### src/rtl/core/tsrb_pkg.sv
// Shared types and constants for the TCP SYN+ACK reply builder.
package tsrb_pkg;

  localparam logic [15:0] EtherTypeIpv4 = 16'h0800;
  localparam logic [7:0]  ProtoTcp      = 8'h06;
  localparam logic [5:0]  FlagsMask     = 6'h3F;
  localparam logic [5:0]  FlagsSynAck   = 6'h12;
  // 0x4500 + total length 40 + (TTL 255, proto 6)
  localparam logic [16:0] IpHdrConst    = 17'h1442E;
  // pseudo proto 6 + length 20, 0x5010 data offset/flags, window 0xFFFF
  localparam logic [17:0] TcpHdrConst   = 18'h0001A + 18'h05010 + 18'h0FFFF;
  localparam logic [15:0] LocalPortRst  = 16'd0;
  localparam logic [15:0] ServerPortRst = 16'd80;
  localparam int unsigned CfgAddrW      = 3;

  typedef enum logic {
    REG_LOCAL_PORT  = 1'b0,
    REG_SERVER_PORT = 1'b1
  } reg_idx_t;

  typedef struct packed {
    logic [47:0] rx_dst_mac;
    logic [47:0] rx_src_mac;
    logic [15:0] rx_ethertype;
    logic [7:0]  rx_protocol;
    logic [31:0] rx_src_ip;
    logic [31:0] rx_dst_ip;
    logic [15:0] rx_dst_port;
    logic [31:0] rx_seq;
    logic [31:0] rx_ack;
    logic [7:0]  rx_flags;
  } rx_item_t;

  typedef struct packed {
    logic        send_reply;
    logic [47:0] tx_dst_mac;
    logic [47:0] tx_src_mac;
    logic [31:0] tx_src_ip;
    logic [31:0] tx_dst_ip;
    logic [15:0] ip_header_checksum;
    logic [31:0] tx_seq;
    logic [31:0] tx_ack;
    logic [15:0] tcp_checksum;
  } tx_item_t;

  // after filter / increment stage
  typedef struct packed {
    logic        match;
    logic [47:0] tx_dst_mac;
    logic [47:0] tx_src_mac;
    logic [31:0] tx_src_ip;
    logic [31:0] tx_dst_ip;
    logic [31:0] tx_seq;
    logic [31:0] tx_ack;
    logic [17:0] ip_words;
    logic [16:0] port_sum;
    logic [16:0] seq_words;
  } s1_t;

  // after summing stage
  typedef struct packed {
    logic        match;
    logic [47:0] tx_dst_mac;
    logic [47:0] tx_src_mac;
    logic [31:0] tx_src_ip;
    logic [31:0] tx_dst_ip;
    logic [31:0] tx_seq;
    logic [31:0] tx_ack;
    logic [18:0] ip_sum;
    logic [20:0] tcp_sum;
  } s2_t;

  // end-around carry fold and complement
  function automatic logic [15:0] csum_fold(input logic [20:0] sum);
    logic [16:0] s1;
    logic [16:0] s2;
    s1 = {12'd0, sum[20:16]} + {1'b0, sum[15:0]};
    s2 = {16'd0, s1[16]} + {1'b0, s1[15:0]};
    return ~s2[15:0];
  endfunction

endpackage

### src/rtl/core/tsrb_filter.sv
// Stage 1: frame filter, ack increment and first partial checksum sums.
module tsrb_filter import tsrb_pkg::*; (
  input  logic        clk,
  input  logic        rst,
  input  logic        in_valid,
  output logic        in_stall,
  input  rx_item_t    in_data,
  input  logic [15:0] local_port,
  input  logic [15:0] server_port,
  output logic        out_valid,
  input  logic        out_stall,
  output s1_t         out_data
);

  logic adv;
  s1_t  nxt;

  assign adv      = !out_valid || !out_stall;
  assign in_stall = !adv;

  always_comb begin
    nxt.match = (in_data.rx_ethertype == EtherTypeIpv4) &&
                (in_data.rx_protocol == ProtoTcp) &&
                (in_data.rx_dst_port == local_port) &&
                ((in_data.rx_flags[5:0] & FlagsMask) == FlagsSynAck);
    nxt.tx_dst_mac = in_data.rx_src_mac;
    nxt.tx_src_mac = in_data.rx_dst_mac;
    nxt.tx_src_ip  = in_data.rx_dst_ip;
    nxt.tx_dst_ip  = in_data.rx_src_ip;
    nxt.tx_seq     = in_data.rx_ack;
    nxt.tx_ack     = in_data.rx_seq + 32'd1;
    nxt.ip_words   = {2'd0, in_data.rx_src_ip[31:16]} + {2'd0, in_data.rx_src_ip[15:0]} +
                     {2'd0, in_data.rx_dst_ip[31:16]} + {2'd0, in_data.rx_dst_ip[15:0]};
    nxt.port_sum   = {1'b0, local_port} + {1'b0, server_port};
    nxt.seq_words  = {1'b0, in_data.rx_ack[31:16]} + {1'b0, in_data.rx_ack[15:0]};
  end

  always_ff @(posedge clk) begin
    if (rst) begin
      out_valid <= 1'b0;
    end else if (adv) begin
      out_valid <= in_valid;
    end
  end

  always_ff @(posedge clk) begin
    if (adv && in_valid) begin
      out_data <= nxt;
    end
  end

endmodule

### src/rtl/core/tsrb_sum.sv
// Stage 2: full ones' complement sums for the IP and TCP checksums.
module tsrb_sum import tsrb_pkg::*; (
  input  logic clk,
  input  logic rst,
  input  logic in_valid,
  output logic in_stall,
  input  s1_t  in_data,
  output logic out_valid,
  input  logic out_stall,
  output s2_t  out_data
);

  logic adv;
  s2_t  nxt;

  assign adv      = !out_valid || !out_stall;
  assign in_stall = !adv;

  always_comb begin
    nxt.match      = in_data.match;
    nxt.tx_dst_mac = in_data.tx_dst_mac;
    nxt.tx_src_mac = in_data.tx_src_mac;
    nxt.tx_src_ip  = in_data.tx_src_ip;
    nxt.tx_dst_ip  = in_data.tx_dst_ip;
    nxt.tx_seq     = in_data.tx_seq;
    nxt.tx_ack     = in_data.tx_ack;
    nxt.ip_sum     = {1'b0, in_data.ip_words} + {2'd0, IpHdrConst};
    nxt.tcp_sum    = {3'd0, in_data.ip_words} + {4'd0, in_data.port_sum} +
                     {4'd0, in_data.seq_words} + {5'd0, in_data.tx_ack[31:16]} +
                     {5'd0, in_data.tx_ack[15:0]} + {3'd0, TcpHdrConst};
  end

  always_ff @(posedge clk) begin
    if (rst) begin
      out_valid <= 1'b0;
    end else if (adv) begin
      out_valid <= in_valid;
    end
  end

  always_ff @(posedge clk) begin
    if (adv && in_valid) begin
      out_data <= nxt;
    end
  end

endmodule

### src/rtl/core/tsrb_fold.sv
// Stage 3: checksum fold, reply gating and output register.
module tsrb_fold import tsrb_pkg::*; (
  input  logic     clk,
  input  logic     rst,
  input  logic     in_valid,
  output logic     in_stall,
  input  s2_t      in_data,
  output logic     out_valid,
  input  logic     out_stall,
  output tx_item_t out_data
);

  logic     adv;
  tx_item_t nxt;

  assign adv      = !out_valid || !out_stall;
  assign in_stall = !adv;

  always_comb begin
    nxt = '0;
    if (in_data.match) begin
      nxt.send_reply         = 1'b1;
      nxt.tx_dst_mac         = in_data.tx_dst_mac;
      nxt.tx_src_mac         = in_data.tx_src_mac;
      nxt.tx_src_ip          = in_data.tx_src_ip;
      nxt.tx_dst_ip          = in_data.tx_dst_ip;
      nxt.ip_header_checksum = csum_fold({2'd0, in_data.ip_sum});
      nxt.tx_seq             = in_data.tx_seq;
      nxt.tx_ack             = in_data.tx_ack;
      nxt.tcp_checksum       = csum_fold(in_data.tcp_sum);
    end
  end

  always_ff @(posedge clk) begin
    if (rst) begin
      out_valid <= 1'b0;
    end else if (adv) begin
      out_valid <= in_valid;
    end
  end

  always_ff @(posedge clk) begin
    if (adv && in_valid) begin
      out_data <= nxt;
    end
  end

endmodule

### src/rtl/core/tcp_synack_reply_builder.sv
// Top level of the TCP SYN+ACK reply builder: register port and three-stage pipeline.
// Stages in order: filter, sum, fold; each registers its result, and the fold
// stage's register is the output register that drives out_valid and out_data.
// Throughput: one item per cycle; each stage holds one item and advances when
// the stage after it is empty or moving, so a stall backs up without loss.
// Every item gives one result; non-matching frames give an all-zero result.
// Reset (rst, synchronous): all stage valid bits clear, local_port = 0,
// server_port = 80.
module tcp_synack_reply_builder import tsrb_pkg::*; (
  input  logic                clk,
  input  logic                rst,
  // receive side
  input  logic                in_valid,
  output logic                in_stall,
  input  rx_item_t            in_data,
  // reply side
  output logic                out_valid,
  input  logic                out_stall,
  output tx_item_t            out_data,
  // register port
  input  logic                psel,
  input  logic                penable,
  input  logic                pwrite,
  input  logic [CfgAddrW-1:0] paddr,
  input  logic [31:0]         pwdata,
  output logic [31:0]         prdata,
  output logic                pready
);

  logic [15:0] local_port;
  logic [15:0] server_port;
  reg_idx_t    reg_sel;
  logic        wr_en;

  logic s1_valid;
  logic s1_stall;
  s1_t  s1_data;
  logic s2_valid;
  logic s2_stall;
  s2_t  s2_data;

  // Registers sit at byte offsets 0 and 4; bit 2 picks the register.
  assign reg_sel = reg_idx_t'(paddr[2]);
  assign pready  = 1'b1;
  assign wr_en   = psel && penable && pwrite;

  always_ff @(posedge clk) begin
    if (rst) begin
      local_port  <= LocalPortRst;
      server_port <= ServerPortRst;
    end else if (wr_en) begin
      unique case (reg_sel)
        REG_LOCAL_PORT:  local_port  <= pwdata[15:0];
        REG_SERVER_PORT: server_port <= pwdata[15:0];
        default: ;
      endcase
    end
  end

  always_comb begin
    unique case (reg_sel)
      REG_LOCAL_PORT:  prdata = {16'd0, local_port};
      REG_SERVER_PORT: prdata = {16'd0, server_port};
      default:         prdata = '0;
    endcase
  end

  // Stage 1: filter match, ack + 1, address/port/seq partial sums.
  tsrb_filter u_filter (
    .clk         (clk),
    .rst         (rst),
    .in_valid    (in_valid),
    .in_stall    (in_stall),
    .in_data     (in_data),
    .local_port  (local_port),
    .server_port (server_port),
    .out_valid   (s1_valid),
    .out_stall   (s1_stall),
    .out_data    (s1_data)
  );

  // Stage 2: full unfolded checksum sums.
  tsrb_sum u_sum (
    .clk       (clk),
    .rst       (rst),
    .in_valid  (s1_valid),
    .in_stall  (s1_stall),
    .in_data   (s1_data),
    .out_valid (s2_valid),
    .out_stall (s2_stall),
    .out_data  (s2_data)
  );

  // Stage 3: fold, complement, zero non-replies; doubles as the output register.
  tsrb_fold u_fold (
    .clk       (clk),
    .rst       (rst),
    .in_valid  (s2_valid),
    .in_stall  (s2_stall),
    .in_data   (s2_data),
    .out_valid (out_valid),
    .out_stall (out_stall),
    .out_data  (out_data)
  );

endmodule

### config.mk
export PLATFORM = sky130hd
export DESIGN_NAME = tcp_synack_reply_builder
export DESIGN_NICKNAME = d
export VERILOG_FILES = /design/src/rtl/core/tsrb_pkg.sv /design/src/rtl/core/tsrb_filter.sv /design/src/rtl/core/tsrb_sum.sv /design/src/rtl/core/tsrb_fold.sv /design/src/rtl/core/tcp_synack_reply_builder.sv
export SDC_FILE = /design/constraint.sdc
export NUM_CORES = 1
export LEC_CHECK = 0
export BUFFER_PORTS_ARGS = -buffer_cell sky130_fd_sc_hd__buf_4
export CELL_PAD_IN_SITES_DETAIL_PLACEMENT = 1
export CELL_PAD_IN_SITES_GLOBAL_PLACEMENT = 2
export CORE_UTILIZATION = 36
export DETAILED_ROUTE_END_ITERATION = 6
export PLACE_DENSITY_LB_ADDON = 0.1
export SLEW_MARGIN = 0
export SYNTH_ARGS = -nofsm -noshare
export SYNTH_HDL_FRONTEND = slang
export SYNTH_HIERARCHICAL = 1
export SYNTH_SLANG_ARGS = --single-unit
export TNS_END_PERCENT = 30
### constraint.sdc
create_clock -name clk -period 14.7 [get_ports clk]
set_input_delay 2.205 -clock clk [delete_from_list [all_inputs] [get_ports clk]]
set_output_delay 2.205 -clock clk [all_outputs]
set_load 0.01 [all_outputs]
=== Word level (Yosys, flattened, before mapping) ===
Index checks and enable logic that the tools add are counted.

* Multiplexer cells: 2
* Reductions and logical operators: 18
* Bitwise gates (word level): 3
* Eq/ne operators: 4
* Add/sub/neg operators: 16

{| class="wikitable"
|+ Operators with widths
! cell !! count
|-
| $mux W257 || 1
|-
| $pmux W32 S2 || 1
|-
| $add A16 B16 Y17 || 3
|-
| $add A21 B16 Y21 || 2
|-
| $add A18 B16 Y18 || 2
|-
| $add A1 B16 Y16 || 2
|-
| $add A32 B1 Y32 const B || 1
|-
| $not A16 Y16 || 2
|-
| $add A21 B17 Y21 || 1
|-
| $add A21 B17 Y21 const B || 1
|-
| $add A18 B17 Y19 || 1
|-
| $add A18 B17 Y19 const B || 1
|-
| $add A3 B16 Y17 || 1
|-
| $add A5 B16 Y17 || 1
|-
| $eq A16 B12 Y1 const B || 1
|-
| $eq A16 B16 Y1 || 1
|-
| $eq A8 B3 Y1 const B || 1
|-
| $logic_and A1 B1 Y1 || 8
|-
| $eq A6 B5 Y1 const B || 1
|-
| $logic_not A1 Y1 || 5
|-
| $reduce_and A2 Y1 || 2
|-
| $logic_or A1 B1 Y1 || 3
|-
| $not A1 Y1 || 1
|}

* Word-level logic and storage cells: 76
* Input port bits: 314
* Output and inout port bits: 292
* Bits in registers: 834

=== Logic depth before layout (Yosys ltp) ===
Gate-level depths: netlist of the first run.

* Depth after elaboration: 5
* Mapped depth: 15
* Mapped depth without buffers: 15

=== By module ===
The synthesis of the first run kept the hierarchy.

{| class="wikitable"
|+ By module, submodules not included
! module !! area an instance (sq um) !! seq. area each (sq um) !! cells an instance !! instances
|-
| tsrb_filter || 12430.7 || 8338.0 || 840 || 1
|-
| tsrb_fold || 11249.5 || 7737.4 || 807 || 1
|-
| tsrb_sum || 10950.5 || 7947.6 || 651 || 1
|-
| tcp_synack_reply_builder || 1690.4 || 640.6 || 162 || 1
|}

=== Worst setup path before layout of the first run ===
No wires, ideal clock.

* Path kind: input -> register
* Start: input out_stall
* End: register u_filter/out_data[0] in the netlist's numbering, enable pin
* Data required time: 13.749 ns
* Buffers on the path: 0
* Library setup time: 0.951 ns
* Arrival: 14.913 ns
* Stages: 4
* Slack: -1.164 ns
* Path through: and2_1 and2_1 and2_1 nor2b_1

* Longest elaborated chain between the ends: 5

{| class="wikitable"
|+ RTL lines
! what !! line !! text
|-
| from (decl) || tcp_synack_reply_builder.sv:18 || <nowiki>input logic out_stall,</nowiki>
|-
| $logic_not A1 Y1 || tsrb_fold.sv:16 || <nowiki>assign adv = !out_valid || !out_stall;</nowiki>
|-
| $logic_or A1 B1 Y1 || tsrb_fold.sv:16 ||
|-
| $logic_or A1 B1 Y1 || tsrb_sum.sv:16 || <nowiki>assign adv = !out_valid || !out_stall;</nowiki>
|-
| $logic_or A1 B1 Y1 || tsrb_filter.sv:18 || <nowiki>assign adv = !out_valid || !out_stall;</nowiki>
|-
| $logic_and A1 B1 Y1 || tsrb_filter.sv:47 || <nowiki>if (adv && in_valid) begin</nowiki>
|-
| to (signal assigned) || tsrb_filter.sv:48 || <nowiki>out_data <= nxt;</nowiki>
|-
| to (decl) || tsrb_filter.sv:12 || <nowiki>output s1_t out_data</nowiki>
|}

Every way passes these cells.
A chain may end at the register's enable or synchronous reset.

=== Worst setup path after layout of the first run ===
* Start: input out_stall
* End: output in_stall

* Longest elaborated chain between the ends: 5

{| class="wikitable"
|+ RTL lines
! what !! line !! text
|-
| $logic_not A1 Y1 || tsrb_fold.sv:16 ||
|-
| $logic_or A1 B1 Y1 || tsrb_fold.sv:16 ||
|-
| $logic_or A1 B1 Y1 || tsrb_sum.sv:16 ||
|-
| $logic_or A1 B1 Y1 || tsrb_filter.sv:18 ||
|-
| $logic_not A1 Y1 || tsrb_filter.sv:19 || <nowiki>assign in_stall = !adv;</nowiki>
|-
| to (decl) || tcp_synack_reply_builder.sv:14 || <nowiki>output logic in_stall,</nowiki>
|}

Every way passes these cells.

==> results of run 1 <==
flip-flops by register name (all words and copies together), names as in the netlist:
signal / cells
u_fold/out_valid: 1
u_sum/out_data: 264
server_port: 16
u_filter/out_data: 277
u_sum/out_valid: 1
local_port: 16
u_filter/out_valid: 1
u_fold/out_data: 257
worst register-to-register path, stage by stage, from the launching register on:
cell and delay (ps):
edfxtp_1 380, inv_1 140, fa_1 520, inv_1 60, fa_1 530, inv_1 50
fa_1 470, inv_1 70, ha_1 200, inv_1 70, fa_1 390, nand2b_1 200
a211oi_1 450, o21ai_0 260, mux2i_1 170, a211oi_1 260
how the worst max path moves through the flow:
stage	startpoint	to	slack, ps
after floorplan	out_stall	u_sum/out_data[0]	-410
after global placement	in_data[89]	u_filter/out_data[49]	9130
after detailed placement	in_data[89]	u_filter/out_data[49]	9130
after CTS	out_stall	in_stall	9340
after global routing	out_stall	in_stall	9280
final	out_stall	in_stall	9330
area by class of cell:
cell class | instances | area [µm²] | area share, %
tap | 1298 | 1620 | 3.60
clock inverter | 62 | 619 | 1.37
clock buffer | 115 | 2430 | 5.39
sequential | 833 | 24700 | 54.7
antenna | 3 | 7.51 | 0.0167
timing repair buffer | 582 | 4390 | 9.75
multi-input combinational | 1282 | 10300 | 22.8
inverter | 284 | 1070 | 2.37
routing by layer:
layer / global-route usage [%] / up-vias
met5: 0 / -
met4: 5.72 / 8
met3: 4.51 / 109
met2: 29.9 / 509
met1: 21.6 / 10400
li1: - / 9924
logic make-up (layout without fill, tap and decap cells):
family | Yosys count | after routing
flops | 833 | 833
simple gates | 623 | 623
buf+inv | 360 | 1043
compound gates | 252 | 252
fa+ha+maj | 186 | 186
xor+xnor | 145 | 145
mux | 58 | 58
other cells | 3 | 21
power groups by stage:
stage | Clock (mW) | Sequential (mW) | Combinational [mW]
final | 2.30 | 3.04 | 2.21
after global routing | 2.47 | 3.06 | 2.49
after CTS | 2.39 | 3.04 | 2.24
after detailed placement | 0 | 3.09 | 2.23
after global placement | 0 | 3.08 | 2.19
after floorplan | 0 | 3.07 | 1.62
cells in the final DEF (no fill, tap or decap), drive strengths merged, types with 46 or more instances in the layout:
cell	instances
edfxtp	798
buf	582
inv	287
and2	237
clkbuf	115
ha	100
xnor2	96
fa	86
nor2	84
nand2	77
a21oi	75
nand2b	59
xor2	49
o21ai	46
clkinv	46
==> metrics.md, run 1 <==
| Metric | Value |
|---|---|
| R2r worst-path depth | `15` |
| Post-Syn Instances | `2460` |
| Root Driver | `clkbuf_16` |
| Final #Nets | `3577` |
| Startpoint types | `input port` |
| Xor-xnor portion of the synthesized cell area | `3.50%` |
| # fillers | `10100` |
| Setup WS pre-CTS | `9130 ps` |
| WL final | `90600 µm` |
| Synth top area cells | `edfxtp_1 66%, fa_1 4.7%, and2_1 4.1%` |
| RSZ-0062 raised after global routing | `no` |
| Fraction of the yosys area taken by sequential cells | `67.9%` |
| Worst path arrival time | `3160 ps` |
| Synth Register Bits | `833` |
| Final Max Tran Viols | `0` |
| Drt initial violations | `1026` |
| Post-CTS setup buffer count | `0` |
| Status | `completed` |
| Fin. Hold Viols | `0` |
| Initial antenna violation count | `5` |
| Sw frac | `31.6%` |
| CTS max path bufs | `3` |
| Core area | `100000 µm²` |
| Area of the die | `102000 µm²` |
| Wirelength per Cell | `20.3 µm` |
| Maximum clock rate | `186 MHz` |
| Power Density | `167 nW/µm²` |
| Hold crit path type | `reg2reg` |
| Cell taking the most area after synthesis | `edfxtp_1` |
| Clock transition at path regs | `60 ps` |
| Final worst setup slack | `9330 ps` |
| Top-count cell post-synth | `edfxtp_1` |
| Post-detail-place hpwl | `65800 µm` |
| Slowest cell on the critical path | `and2_1` |
| Metal3 WL | `5870 µm` |
| Congestion Overflow GR | `0` |
| Met1 Wirelength | `38000 µm` |
| WP data required | `12490 ps` |
| Worst VDD drop | `0.140 mV` |
| P_leak | `17.9 nW` |
| DIE HEIGHT | `320 µm` |
| CTS tree | `built` |
| Clock share of power | `30.5%` |
| Post-CTS Hold Buffers | `0` |
| Hold slack final | `398 ps` |
| Ys flop type | `edfxtp_1` |
| First-pass GRT wire length | `136000 µm` |
| Hold depth | `0` |
| Crit. End Element | `output port` |
| Highest routed layer | `met5` |
| Largest family of logic cells by synthesized area | `simple AND/OR/NAND/NOR gates` |
| # Max-Cap Violations | `0` |
| Setup TNS | `0 ps` |
| Syn Area/Cell | `14.8 µm²` |
| Final core utilization | `45.1%` |
| Clk_lat worst skew | `680 ps` |
| Largest net degree at the start of global routing | `142` |
| Post-Synth Simple-Gate Area | `9.83%` |
| CTS sink count | `833` |
| Crit path time final | `5370 ps` |
| I/O Pins | `606` |
| Num CTS Buffers | `94` |
| Synth Area in Compound Gates | `4.81%` |
| Synth cell count leaders | `798 x edfxtp_1, 283 x inv_1, 237 x and2_1` |
| Vias in the first global route | `22500` |
| Yosys warnings | `6` |
| DR vias | `20900` |
| Tot Pwr | `7.55 mW` |
| Most common cell on crit path | `and2_1` |
| Async S/R FF share, synth | `0%` |
| Adder-Cell Fraction of Synth Area | `8.18%` |
| Total stage count of the critical path | `5` |
| Initial Util | `36.3%` |
| Worst slew margin | `29.6%` |
| Worst slew pin tran | `1060 ps` |
| All-Layer GR Usage | `17.5%` |
| Cell Area, Synth | `36300 µm²` |
| Post-synth EDFFs | `798` |
| R2R Path End | `u_sum/out_data[16]` |
| HP Start | `u_filter/out_data[104]` |
| Critical path's top delay family | `simple AND/OR/NAND/NOR gates` |
| Cell row count | `116` |
| FF-to-FF setup slack | `10300 ps` |
| Layout Skew | `34.6 ps` |
| Crit path buf inv count | `2` |
| Final period utilization | `36.5%` |
| Net Switching | `2.39 mW` |
| Port-buffer cells | `568` |
| Internal power | `5.16 mW` |
| Hold path endpoint | `u_sum/out_data[92]` |
| DP Cell Count | `4279` |
| Layout cells sized above 1 | `24.7%` |
| CTS resizes | `0` |
| Non-filler instance count after layout | `4459` |
| Final instance area | `45100 µm²` |
| Critical path peak fanout | `3` |
| Slowest stage delay, CP | `270 ps` |
| Synth unique cells | `88` |
| Met2 wire length | `44500 µm` |
| Area grow syn2layout | `24.1%` |
| Final setup violating endpoints | `0` |
| Crit-path cells | `buf_4, and2_1, and2_1, and2_1, buf_4` |
| Worst r2r src | `u_filter/out_data[36]` |
| Dpl cell area | `42000 µm²` |
| Post-DRT Antenna Nets | `0` |
| DR vias/cell | `4.69` |
| Seq pwr share | `40.2%` |
| Combinational power share | `29.3%` |
| Chip width | `320 µm` |
| Mux contribution to synthesized area | `1.66%` |
| Critical path class | `in2out` |
| H-tree Lvls | `3` |
| Post-synth top area share | `66.0%` |
| Pre-Repair DR Iteration Count | `5` |
| GPL Wtd Cong | `0.793` |
| # DRC | `0` |
No activity file was read; power rests on OpenSTA's default activity.
==> run 2: changes to the inputs <==
- clock period: 14.7 -> 4.5 ns (I/O delays scaled with it)
==> metrics.md, run 2 (synthesis results as in run 1) <==
| Metric | Value |
|---|---|
| Hold crit path type | `in2reg` |
| Number of antenna diodes | `0` |
| Final setup violating endpoints | `0` |
| Post-detail-place hpwl | `66400 µm` |
| WP data required | `4980 ps` |
| Maximum clock rate | `244 MHz` |
| Wirelength per Cell | `20.5 µm` |
| Critical path peak fanout | `3` |
| Power Density | `545 nW/µm²` |
| Chip width | `320 µm` |
| Post-DRT Antenna Nets | `0` |
| Hold slack final | `180 ps` |
| All-Layer GR Usage | `17.7%` |
| Critical path class | `reg2reg` |
| Most frequent cells in the layout | `798 x edfxtp_1, 578 x buf_4, 283 x inv_1` |
| Final period utilization | `91.0%` |
| CP endpoint | `u_sum/out_data[16]` |
| Setup WS pre-CTS | `224 ps` |
| GPL Wtd Cong | `0.803` |
| Final instance area | `45100 µm²` |
| WL final | `91200 µm` |
| CTS resizes | `0` |
| CTS tree | `built` |
| Drt initial violations | `1091` |
| HP Start | `in_data[186]` |
| Crit. End Element | `flip-flop` |
| Post-CTS setup buffer count | `0` |
| P_leak | `17.9 nW` |
| Startpoint types | `flip-flop` |
| Final #Nets | `3581` |
| Worst r2r src | `u_filter/out_data[36]` |
| Worst slew pin tran | `1080 ps` |
| Port-buffer cells | `568` |
| Grt met2 use | `30.0%` |
| Area grow syn2layout | `24.1%` |
| Post-CTS Hold Buffers | `0` |
| Clk_lat worst skew | `670 ps` |
| RSZ-0062 raised after global routing | `no` |
| Worst path arrival time | `4580 ps` |
| FF-to-FF setup slack | `410 ps` |
| Dpl cell area | `42100 µm²` |
| Root Driver | `clkbuf_16` |
| Pre-Repair DR Iteration Count | `4` |
| Max reg flops | `277` |
| Num CTS Buffers | `93` |
| Grt met3 use | `4.36%` |
| CTS sink count | `833` |
| Final Max Tran Viols | `0` |
| Final worst setup slack | `406 ps` |
| Grt met1 use | `22.2%` |
| Area of the die | `102000 µm²` |
| Worst VDD drop | `0.355 mV` |
| Largest reg by FF count | `u_filter/out_data` |
| Layout cells sized above 1 | `24.9%` |
| Layout Skew | `19.5 ps` |
| Largest net degree at the start of global routing | `129` |
| # DRC | `0` |
| Cell row count | `116` |
| Vias in the first global route | `22600` |
| Initial Util | `36.3%` |
| Fin. Hold Viols | `0` |
| Core area | `100000 µm²` |
| Busiest grt layer | `met2` |
| DR vias | `21000` |
| I/O Pins | `606` |
| DIE HEIGHT | `320 µm` |
| DR vias/cell | `4.71` |
| R2R Path End | `u_sum/out_data[16]` |
| Crit path time final | `4090 ps` |
| Worst slew margin | `28.0%` |
| Top Registers | `u_filter/out_data (277), u_sum/out_data (264), u_fold/out_data (257)` |
| Clock transition at path regs | `60 ps` |
| Initial antenna violation count | `5` |
| # fillers | `10100` |
| # Max-Cap Violations | `0` |
| Critical Path Source | `u_filter/out_data[36]` |
| Most common cell after layout, fill and taps aside | `edfxtp_1` |
| First-pass GRT wire length | `138000 µm` |
| Status | `completed` |
| CTS max path bufs | `3` |
| R2r worst-path depth | `15` |
| H-tree Lvls | `3` |
| Congestion Overflow GR | `0` |
[run 2: changes by cell type in the layout (fill, tap and decap cells not counted), moves of 2 or more]
cell	change
buf_12	+7
clkinv_2	-4
and2_1	-3
and2_4	+3
clkinv_1	-3
clkinv_16	-3
clkinv_8	+3
diode_2	-3
buf_4	-2
clkbuf_8	+2
[run 2: area by class of cell]
| type | count | area [µm²] | share of cell area (%) |
|---|---|---|---|
| Inverter | 284 | 1070 | 2.36 |
| Clock inverter | 55 | 515 | 1.14 |
| Tap cell | 1298 | 1620 | 3.60 |
| Multi-Input combinational cell | 1282 | 10300 | 22.8 |
| Timing Repair Buffer | 587 | 4520 | 10.0 |
| Clock buffer | 116 | 2430 | 5.40 |
| Sequential cell | 833 | 24700 | 54.7 |
[run 2: where the power goes]
| group | switching, mW | leakage (nW) | internal [mW] |
|---|---|---|---|
| Sequential | 0.369 | 7.93 | 9.54 |
| Clock | 3.15 | 1.43 | 4.25 |
| Combinational | 4.28 | 8.51 | 2.97 |
| Total | 7.80 | 17.9 | 16.8 |
[run 2: critical path: stages (launching register included)]
cell,delay (ps)
edfxtp_1,370
inv_1,120
fa_1,500
inv_1,60
fa_1,520
inv_1,50
fa_1,460
inv_1,70
ha_1,210
inv_1,70
fa_1,390
nand2b_1,210
a211oi_2,270
o21ai_0,200
mux2i_1,170
a211oi_1,240
[run 2: stage by stage]
step           power, mW  TNS [ps]  utilization (%)  cells
4_1_cts             24.9         0             45.1   4455
5_1_grt             26.1         0             45.1   4455
2_1_floorplan       15.2   -678960                -   2475
6_report            24.6         0             45.1   4455
3_5_place_dp        17.4         0             42.1   4284
3_3_place_gp        17.2         0             42.1   4284
[run 2: worst min-delay path by stage]
stage	slack (ps)	cells past startpoint	end
after floorplan	400	0	u_sum/out_data[100]
after global placement	400	0	u_sum/out_data[139]
after detailed placement	410	0	u_sum/out_data[105]
after CTS	110	1	u_filter/out_data[238]
after global routing	130	1	u_filter/out_data[238]
final	180	1	u_filter/out_data[238]
[run 2: per-layer routing]
layer / share of wire [%] / vias up
li1: - / 9935
met5: 0.071 / -
met2: 49 / 512
met3: 5.7 / 148
met1: 43 / 10400
met4: 2.7 / 8
